**config.mk**
```make
export PLATFORM = sky130hd
export DESIGN_NAME = xcbc_half
export DESIGN_NICKNAME = d
export VERILOG_FILES = /design/src/rtl/xcbc_pkg.sv /design/src/rtl/xcbc_half.sv
export SDC_FILE = /design/constraint.sdc
export NUM_CORES = 1
export LEC_CHECK = 0
export ABC_AREA = 1
export BUFFER_PORTS_ARGS = -buffer_cell sky130_fd_sc_hd__buf_2
export CAP_MARGIN = 5
export CORE_AREA = 5 5 147 149
export DETAILED_ROUTE_END_ITERATION = 10
export DIE_AREA = 0 0 152 154
export PLACE_DENSITY = 0.78
export SLEW_MARGIN = 10
export SYNTH_ARGS = -nofsm -noshare
export SYNTH_HDL_FRONTEND = slang
export SYNTH_SLANG_ARGS = --single-unit
```
**constraint.sdc**
```tcl
create_clock -name clk -period 3.9 [get_ports clk]
set_clock_uncertainty 0.1 [all_clocks]
set_input_delay 0.195 -clock clk [delete_from_list [all_inputs] [get_ports clk]]
set_output_delay 0.195 -clock clk [all_outputs]
set_load 0.02 [all_outputs]
```
**src/rtl/xcbc_pkg.sv**
```systemverilog
// Shared types, constants and the mixing function of the XTEA CBC decipher.
// No dependencies; every other file takes names from here by scope.
package xcbc_pkg;

  localparam int unsigned ROUND_PAIRS_DEFAULT = 32;

  localparam logic [31:0] DELTA           = 32'h9E3779B9;
  localparam logic [31:0] KEY0_RESET      = 32'h7B2E1A4F;
  localparam logic [31:0] KEY1_RESET      = 32'hC9D83560;
  localparam logic [31:0] KEY2_RESET      = 32'h4A1F93E7;
  localparam logic [31:0] KEY3_RESET      = 32'hE8056B2C;
  localparam logic [31:0] IV_FIRST_RESET  = 32'hDEADBEEF;
  localparam logic [31:0] IV_SECOND_RESET = 32'hCAFEBABE;

  localparam int unsigned CFG_INDEX_W = 3;

  typedef enum logic [CFG_INDEX_W-1:0] {
    REG_KEY0      = 3'd0,
    REG_KEY1      = 3'd1,
    REG_KEY2      = 3'd2,
    REG_KEY3      = 3'd3,
    REG_IV_FIRST  = 3'd4,
    REG_IV_SECOND = 3'd5
  } reg_index_t;

  typedef logic [3:0][31:0] key_t;

  typedef struct packed {
    logic [31:0] cipher_first;
    logic [31:0] cipher_second;
    logic        first_block;
  } in_t;

  typedef struct packed {
    logic [31:0] plain_first;
    logic [31:0] plain_second;
  } out_t;

  typedef struct packed {
    logic [31:0] a;
    logic [31:0] b;
    logic [31:0] chain_first;
    logic [31:0] chain_second;
  } stage_t;

  function automatic logic [31:0] mix(input logic [31:0] v);
    return ((v << 4) ^ (v >> 5)) + v;
  endfunction

endpackage

```
**src/rtl/xcbc_half.sv**
```systemverilog
// One registered half round of the XTEA decipher with a fixed round sum.
// Depends on xcbc_pkg.
module xcbc_half #(
  parameter logic [31:0] SUM         = 32'h0,
  parameter bit          SECOND_WORD = 1'b1
) (
  input  logic            clk,
  input  logic            rst,
  input  logic            en,
  input  logic            in_valid,
  input  xcbc_pkg::stage_t in_data,
  input  xcbc_pkg::key_t   key,
  output logic            out_valid,
  output xcbc_pkg::stage_t out_data
);

  localparam logic [1:0] KEY_SEL = SECOND_WORD ? SUM[12:11] : SUM[1:0];

  xcbc_pkg::stage_t stage_next;
  logic [31:0]      tweak;

  always_comb begin
    stage_next = in_data;
    tweak      = SUM + key[KEY_SEL];
    if (SECOND_WORD) begin
      stage_next.b = in_data.b - (xcbc_pkg::mix(in_data.a) ^ tweak);
    end else begin
      stage_next.a = in_data.a - (xcbc_pkg::mix(in_data.b) ^ tweak);
    end
  end

  always_ff @(posedge clk) begin
    if (rst) begin
      out_valid <= 1'b0;
    end else if (en) begin
      out_valid <= in_valid;
    end
    if (en) begin
      out_data <= stage_next;
    end
  end

endmodule

```
==> results_dict.tcl <==
set metrics [dict create \
    status "finished, final reports clean" \
    synth_top_area_share_pct 45.5 \
    path_class "primary input to flop" \
    synthArstFlopShare_pct 0 \
    final.period_utilization_pct 94.6 \
    yosysSeqAreaShare_pct 45.7 \
    synth-edff-count 128 \
    die_y_um 154 \
    cp_max_fo 5 \
    p_int_mw 3.67 \
    worstPathArrival_ns 3.79 \
    viasPerCell 4.95 \
    io_buffers 292 \
    comb_power_share_pct 42.7 \
    clk_pin_slew_ns 0.07 \
    coreArea_sq_mm 0.0200 \
    cts_inserted_buffers 17 \
    wl_um 29500 \
    switching_share_pct 40.1 \
    clock_latency_ns 0.42 \
    layout-area-overhead-vs-synth_pct 41.0 \
    io_pins 389 \
    crit_path_start "in_data[113]" \
    pwr-share-clk_pct 26.5 \
    grt_max_degree 59 \
    ys_seq_elements 129 \
    synth_commonest_cells "nand2_1, edfxtp_1, inv_1, nor2_1, xor2_1" \
    cts_tree "done" \
    nets 1683 \
    root_buffer "clkbuf_16" \
    crit_required_ns 4.00 \
    die_w_um 152 \
    vdd_drop_max_mv 0.275 \
    power_switching_mw 2.46 \
    synth_top_area_cell "edfxtp_1" \
    overflow 0 \
    die-area_sq_mm 0.0234 \
    htreeDepth 4 \
    clock_path_buffers 2 \
    min-delay-start "in_data[65]" \
    diodes 0 \
    drive_above_1_share_pct 28.1 \
    wl_per_cell_um 18.0 \
    worstMarginPinSlew_ns 0.780 \
    track_usage_pct 24.8 \
    num_vias 8105 \
    end_kind "flop" \
    r2r-start "out_valid" \
    grt_pass1_wl_um 45200 \
    finalCriticalPeriod_ns 3.69 \
    grt_pass1_vias 8146 \
    hold_path_class "primary input to flop" \
    yosys_warnings 0 \
    slew_viol_final 0 \
    synthesis.area_sq_mm 0.00845 \
    post-cts-setup-buffers 0 \
    ys.flop_type "edfxtp_1" \
    rows 52 \
    ant_nets 0 \
    utilization_pct 59.4 \
    drc 0 \
    clkSinkCount 129 \
    gp_congestion 0.925 \
    slew_headroom_pct 48.0 \
    ys_types 37 \
    synth.most_common_cell "nand2_1" \
    initial_core_util_pct 42.1 \
    worstSetupStartpointType "primary input" \
    synthTopCellsByArea "edfxtp_1, nand2_1, ha_1" \
    syn_avg_cell_area_sq_um 8.96 \
    powerDensity_mw_per_mm2 515 \
    setup_viol 0 \
    finalHoldViolations 0 \
    fillers 1765 \
    syn_nets 1271 \
    dpl.hpwl_um 22600 \
    netlist_instances 943 \
    r2r_setup_slack_ns 2.67 \
    p_seq_share_pct 30.8 \
    drt-initial-drc-count 582 \
    antenna_found_initial 0 \
    p_leak_nw 5.72 \
    first_pass_iters 5 \
    cap_viol_max_count 0 \
    total_power_mw 6.13 \
    fmax_mhz 271 \
]
critical path, stage by stage:
cell	delay, ns
dlygate4sd3_1	0.54
buf_2	0.17
xor2_1	0.17
ha_1	0.37
nand2_1	0.12
nor2_1	0.19
inv_1	0.10
nor3_1	0.22
nand3_1	0.16
nand4_1	0.10
nand2_1	0.09
ha_1	0.41
nand2_1	0.14
nor2_2	0.18
nand2_1	0.12
nor4_1	0.19
nand2_1	0.16
nand3_1	0.11
nand2_1	0.05
placed cells by master, fill, tap and decap left out, types with 22 or more instances in the layout:
cell,n
a21oi_1,56
buf_2,291
dlygate4sd3_1,98
edfxtp_1,128
ha_1,62
inv_1,104
nand2_1,242
nand2_2,22
nand3_1,47
nor2_1,80
xnor2_1,23
xor2_1,65
state kept, by name, summed over array words and instances, names as in the netlist:
| signal | count |
|---|---|
| out_data | 128 |
| out_valid | 1 |
through the flow:
stage / setup slack (ns) / TNS [ns] / cells / cell area (sq um) / hold WS (ns)
6_report: 0.210 / 0 / 1638 / 11900 / 0.0592
5_1_grt: -0.0252 / -0.0252 / 1638 / 11900 / 0.0423
4_1_cts: 0.193 / 0 / 1638 / 11800 / 0.0352
3_5_place_dp: 0.274 / 0 / 1508 / 10300 / 0.261
3_3_place_gp: 0.305 / 0 / 1508 / 10300 / 0.254
2_1_floorplan: 0.956 / 0 / 943 / 8450 / 0.167
worst paths after layout:
kind	end	cells past startpoint
setup / recovery	out_data[91]	19
hold / removal	out_data[65]	2
hold reg to reg	out_valid	3
setup reg to reg	out_valid	3
cell type report:
class                   instances  area [sq um]  area share [%]
flip-flops and latches        129          3860            32.4
inverters                     109           409            3.44
clock buffers                  17           425            3.57
multi-input cells             705          4240            35.6
repair buffers                393          2470            20.7
well taps                     270           338            2.84
clock inverters                15           165            1.39
power by group through the flow:
stage	clock network [mW]	logic, mW	registers [mW]
6_report	1.62	2.61	1.89
2_1_floorplan	0	1.39	2.21
4_1_cts	1.64	2.59	1.89
3_5_place_dp	0	2.49	1.91
3_3_place_gp	0	2.47	1.91
5_1_grt	1.71	2.89	1.91
metal layers:
layer	wire (um)	up-vias	global-route usage [%]
met1	12200	3733	29.4
li1	-	3989	-
met2	14300	340	43.1
met3	2150	43	7.08
met4	823	0	9.08
met5	0	-	0
cells by family after synthesis:
logic type / after synthesis / share of synthesized area, %
AOI/OAI and AO/OA: 111 / 7.56
buffers and inverters: 109 / 4.84
xor gates and xnor gates: 90 / 9.33
and+or+nand+nor: 435 / 22.1
adders and majority gates: 68 / 10.3
muxes: 1 / 0.119
DFF: 129 / 45.7
timing repair:
action | CTS | global route
endpoints found under the hold margin | 97 | 0
resized for setup | 0 | 17
endpoints found under the setup margin | 0 | 9
hold buffers | 98 | 0
No activity file was read; power rests on OpenSTA's default activity.
