**src/rtl/xcbc_pkg.sv**
```systemverilog
// Shared types, constants and the mixing function of the XTEA CBC decipher.
// No dependencies; every other file takes names from here by scope.
package xcbc_pkg;

  localparam int unsigned ROUND_PAIRS_DEFAULT = 32;

  localparam logic [31:0] DELTA           = 32'h9E3779B9;
  localparam logic [31:0] KEY0_RESET      = 32'h7B2E1A4F;
  localparam logic [31:0] KEY1_RESET      = 32'hC9D83560;
  localparam logic [31:0] KEY2_RESET      = 32'h4A1F93E7;
  localparam logic [31:0] KEY3_RESET      = 32'hE8056B2C;
  localparam logic [31:0] IV_FIRST_RESET  = 32'hDEADBEEF;
  localparam logic [31:0] IV_SECOND_RESET = 32'hCAFEBABE;

  localparam int unsigned CFG_INDEX_W = 3;

  typedef enum logic [CFG_INDEX_W-1:0] {
    REG_KEY0      = 3'd0,
    REG_KEY1      = 3'd1,
    REG_KEY2      = 3'd2,
    REG_KEY3      = 3'd3,
    REG_IV_FIRST  = 3'd4,
    REG_IV_SECOND = 3'd5
  } reg_index_t;

  typedef logic [3:0][31:0] key_t;

  typedef struct packed {
    logic [31:0] cipher_first;
    logic [31:0] cipher_second;
    logic        first_block;
  } in_t;

  typedef struct packed {
    logic [31:0] plain_first;
    logic [31:0] plain_second;
  } out_t;

  typedef struct packed {
    logic [31:0] a;
    logic [31:0] b;
    logic [31:0] chain_first;
    logic [31:0] chain_second;
  } stage_t;

  function automatic logic [31:0] mix(input logic [31:0] v);
    return ((v << 4) ^ (v >> 5)) + v;
  endfunction

endpackage

```
**src/rtl/xcbc_out.sv**
```systemverilog
// Chain XOR, output register and skid register of the decipher pipeline.
// Depends on xcbc_pkg.
module xcbc_out (
  input  logic             clk,
  input  logic             rst,
  input  logic             tail_valid,
  input  xcbc_pkg::stage_t tail_data,
  output logic             advance,
  output logic             out_valid,
  input  logic             out_stall,
  output xcbc_pkg::out_t   out_data
);

  xcbc_pkg::out_t result;
  xcbc_pkg::out_t skid_data;
  logic           skid_valid;
  logic           out_take;

  assign result.plain_first  = tail_data.a ^ tail_data.chain_first;
  assign result.plain_second = tail_data.b ^ tail_data.chain_second;
  assign out_take            = out_valid && !out_stall;
  assign advance             = !skid_valid;

  always_ff @(posedge clk) begin
    if (rst) begin
      out_valid  <= 1'b0;
      skid_valid <= 1'b0;
    end else if (skid_valid) begin
      if (out_take) begin
        out_data   <= skid_data;
        skid_valid <= 1'b0;
      end
    end else if (!out_valid || out_take) begin
      out_valid <= tail_valid;
      out_data  <= result;
    end else if (tail_valid) begin
      skid_data  <= result;
      skid_valid <= 1'b1;
    end
  end

  a_skid_behind_out: assert property (@(posedge clk) disable iff (rst)
    skid_valid |-> out_valid)
    else $error("skid register full while output register empty");

  a_skid_drains: assert property (@(posedge clk) disable iff (rst)
    skid_valid && !out_stall |=> !skid_valid)
    else $error("skid register not drained after output taken");

  a_skid_catches: assert property (@(posedge clk) disable iff (rst)
    !skid_valid && out_valid && out_stall && tail_valid |=> skid_valid && out_valid)
    else $error("arriving request not caught while output stalled");

endmodule

```
**config.mk**
```make
export PLATFORM = sky130hd
export DESIGN_NAME = xcbc_out
export DESIGN_NICKNAME = d
export VERILOG_FILES = /design/src/rtl/xcbc_pkg.sv /design/src/rtl/xcbc_out.sv
export SDC_FILE = /design/constraint.sdc
export NUM_CORES = 1
export LEC_CHECK = 0
export BUFFER_PORTS_ARGS = -buffer_cell sky130_fd_sc_hd__clkbuf_2
export CAP_MARGIN = 40
export CORE_MARGIN = 1
export CORE_UTILIZATION = 35
export CTS_CLUSTER_DIAMETER = 50
export DETAILED_ROUTE_END_ITERATION = 8
export PLACE_DENSITY = 0.64
export SLEW_MARGIN = 10
export SYNTH_ARGS = -nofsm -noshare
export SYNTH_HDL_FRONTEND = slang
export SYNTH_SLANG_ARGS = --single-unit
```
**constraint.sdc**
```tcl
create_clock -name clk -period 5.9 [get_ports clk]
set_clock_uncertainty 0.2 [all_clocks]
set_input_delay 0.885 -clock clk [delete_from_list [all_inputs] [get_ports clk]]
set_output_delay 0.885 -clock clk [all_outputs]
set_load 0.005 [all_outputs]
```
==> impl_metrics.env <==
export IMPL_result_of_the_run="completed"
export IMPL_power_sequential_fraction_pct=46.8
export IMPL_die_h_microns=127
export IMPL_cell_internal_pwr_uw=1860
export IMPL_max_cap_violations=0
export IMPL_groute_usage_overall_pct=12.4
export IMPL_layout_drive_gt1_share_pct=59.3
export IMPL_detailed_place_hpwl_mm=6.72
export IMPL_globalRoute_totalOverflow=0
export IMPL_maximum_number_of_pins_on_one_net_before_global_route_repair=65
export IMPL_initial_core_util_pct=35.9
export IMPL_num_fill_cells=1325
export IMPL_power_share_clock_pct=42.1
export IMPL_cts_tree="built"
export IMPL_post_synth_num_cell_types=16
export IMPL_cts_max_path_buffers=2
export IMPL_reg2reg_setup_slack_ns=3.47
export IMPL_post_cts_buffers=0
export IMPL_layout_cells_most_common_list="197 x sky130_fd_sc_hd__clkbuf_2, 128 x sky130_fd_sc_hd__edfxtp_1, 64 x sky130_fd_sc_hd__xor2_1"
export IMPL_route_vias_total=3016
export IMPL_worstRegToRegCells=3
export IMPL_placed_cells=680
export IMPL_synth_cell_area_sq_um=5480
export IMPL_synth_seq_cells=130
export IMPL_setup_worst_path_start_class="flip-flop"
export IMPL_layout_cells_most_common="sky130_fd_sc_hd__clkbuf_2"
export IMPL_drt_iter0_drcs=189
export IMPL_finish_net_count=620
export IMPL_hold_end="out_data[14]"
export IMPL_cts_hold_buffers_added=0
export IMPL_hp_start="skid_data[14]"
export IMPL_cts_htree_levels=4
export IMPL_final_core_utilization_pct=47.7
export IMPL_antenna_found_initial=0
export IMPL_post_route_min_period_ns=2.80
export IMPL_crit_required_ns=4.82
export IMPL_hp_class="reg2reg"
export IMPL_dieWidth_microns=127
export IMPL_post_cts_resized_instances=0
export IMPL_worst_path_max_fanout=32
export IMPL_core_area_sq_um=15300
export IMPL_cts_root_buf="sky130_fd_sc_hd__clkbuf_16"
export IMPL_peakVddDrop_mv=0.217
export IMPL_seq_area_frac_synth_pct=70.9
export IMPL_syn_to_final_growth_pct=32.9
export IMPL_max_slew_worst_pin_slew_ns=0.851
export IMPL_detail_route_wl_per_cell_microns=13.5
export IMPL_die_area_sq_um=16200
export IMPL_static_leakage_power_uw=0.00314
export IMPL_synthCells=276
export IMPL_rsz_0062_raised_after_global_routing="no"
export IMPL_post_route_period_util_pct=47.5
export IMPL_rows=45
export IMPL_clk_sinks=130
export IMPL_finalSetupViolCount=0
export IMPL_endpoint_kind_of_the_worst_setup_timing_path="primary output"
export IMPL_place_congestion=0.722
export IMPL_drt_pass1_iter_count=4
export IMPL_drv_slew=0
export IMPL_grt_first_pass_wirelength_mm=14.8
export IMPL_instances_no_fill=712
export IMPL_worst_r2r_startpoint="skid_valid"
export IMPL_combinationalPowerShare_pct=11.1
export IMPL_ys_warn_count=0
export IMPL_clkSlewWorstSetupHoldPaths_ns=0.06
export IMPL_via_per_inst=4.24
export IMPL_finalWirelength_mm=9.62
export IMPL_min_delay_path_depth=1
export IMPL_detail_route_drc_violations=0
export IMPL_post_place_ws_ns=3.32
export IMPL_route_antenna_remaining_nets=0
export IMPL_first_global_vias=2955
export IMPL_pwr_density_cell_nw_per_um2=325
export IMPL_criticalPathCategory="reg2out"
export IMPL_timing_hold_violations_final=0
export IMPL_post_route_worst_setup_slack_ns=3.10
export IMPL_io_pin_count=198
export IMPL_syn_num_nets=408
export IMPL_power_switching_share_pct=21.4
export IMPL_reg2reg_to="out_data[20]"
export IMPL_final_total_pwr_uw=2360
export IMPL_switchingPower_uw=507
export IMPL_fmax_mhz=357
export IMPL_avgSynthCellArea_sq_um=19.9
export IMPL_antennaDiodeCount=0
export IMPL_setup_tns_ns=0
export IMPL_worst_slew_margin_rel_pct=43.2
export IMPL_placement_io_buffers=197
export IMPL_tritoncts_num_buffers=17
export IMPL_worst_ep_arrival_time_ns=1.72
export IMPL_skew_pair_late_insertion_delay_ns=0.40
==> flip-flops by register name (all words and copies together), names as in the netlist <==
| signal | flops |
|---|---|
| out_data | 64 |
| out_valid | 1 |
| skid_data | 64 |
| skid_valid | 1 |
==> worst max-delay path, stage by stage, from the launching register on <==
cell and delay, ns:
sky130_fd_sc_hd__dfxtp_1 0.40, sky130_fd_sc_hd__clkinv_2 0.59, sky130_fd_sc_hd__clkbuf_2 0.32
==> Yosys cell counts, drive strengths merged <==
| library cell | number | share of area, % |
|---|---|---|
| mux2 | 64 | 17 |
| nor3 | 2 | 0.18 |
| nand2b | 1 | 0.11 |
| dfxtp | 2 | 0.73 |
| a21oi | 2 | 0.18 |
| xor2 | 64 | 10 |
| edfxtp | 128 | 70 |
| inv | 1 | 0.068 |
| buf | 7 | 1.3 |
| nor2 | 1 | 0.068 |
| o21ba | 1 | 0.18 |
| nand2 | 1 | 0.068 |
| nor2b | 1 | 0.11 |
| o21ai | 1 | 0.091 |
==> worst max path at each step <==
stage,from,endpoint,slack (ns),cells past startpoint
after floorplan,out_stall,skid_data[0],1.78,2
after global placement,out_stall,out_data[11],3.30,3
after detailed placement,out_stall,skid_data[11],3.32,4
after CTS,skid_valid,advance,3.03,2
after global routing,skid_valid,advance,2.98,2
final,skid_valid,advance,3.10,2
==> per-layer routing <==
layer  track usage, %  up-vias  routed length [microns]
met4             5.67        0                      141
li1                 -     1461                        -
met3             4.69       10                      643
met1             15.2     1402                     4330
met2             19.4      143                     4510
met5                0        -                        0
==> through the flow <==
| step | hold WS (ns) | area (sq um) |
|---|---|---|
| 3_3_place_gp | 0.316 | 6690 |
| 4_1_cts | 0.341 | 7280 |
| 5_1_grt | 0.343 | 7280 |
| 6_report | 0.340 | 7280 |
| 2_1_floorplan | 0.310 | 5490 |
| 3_5_place_dp | 0.332 | 6710 |
==> logic make-up after synthesis <==
kind of cell	count (synthesis)	synth area share, %
compound gates	4	0.457
mux	64	16.5
buf+inv	8	1.39
flops	130	70.9
simple gates	6	0.548
xor+xnor	64	10.2
==> power groups by stage <==
stage | clock, uW | sequential [uW] | combinational, uW
3_3_place_gp | 0 | 1130 | 254
5_1_grt | 1060 | 1110 | 286
6_report | 995 | 1110 | 261
2_1_floorplan | 0 | 1130 | 139
4_1_cts | 1020 | 1110 | 268
3_5_place_dp | 0 | 1130 | 267
==> final cells by class <==
cell class	count	area, sq um	share of cell area (%)
Clock buffer	18	429	5.89
Timing Repair Buffer	200	1020	14.0
Tap cell	211	264	3.63
Multi-Input combinational cell	138	1540	21.1
Inverter	1	5.00	0.0687
Sequential cell	130	3880	53.3
Clock inverter	14	141	1.94
Power figures use the tool's default switching activity.
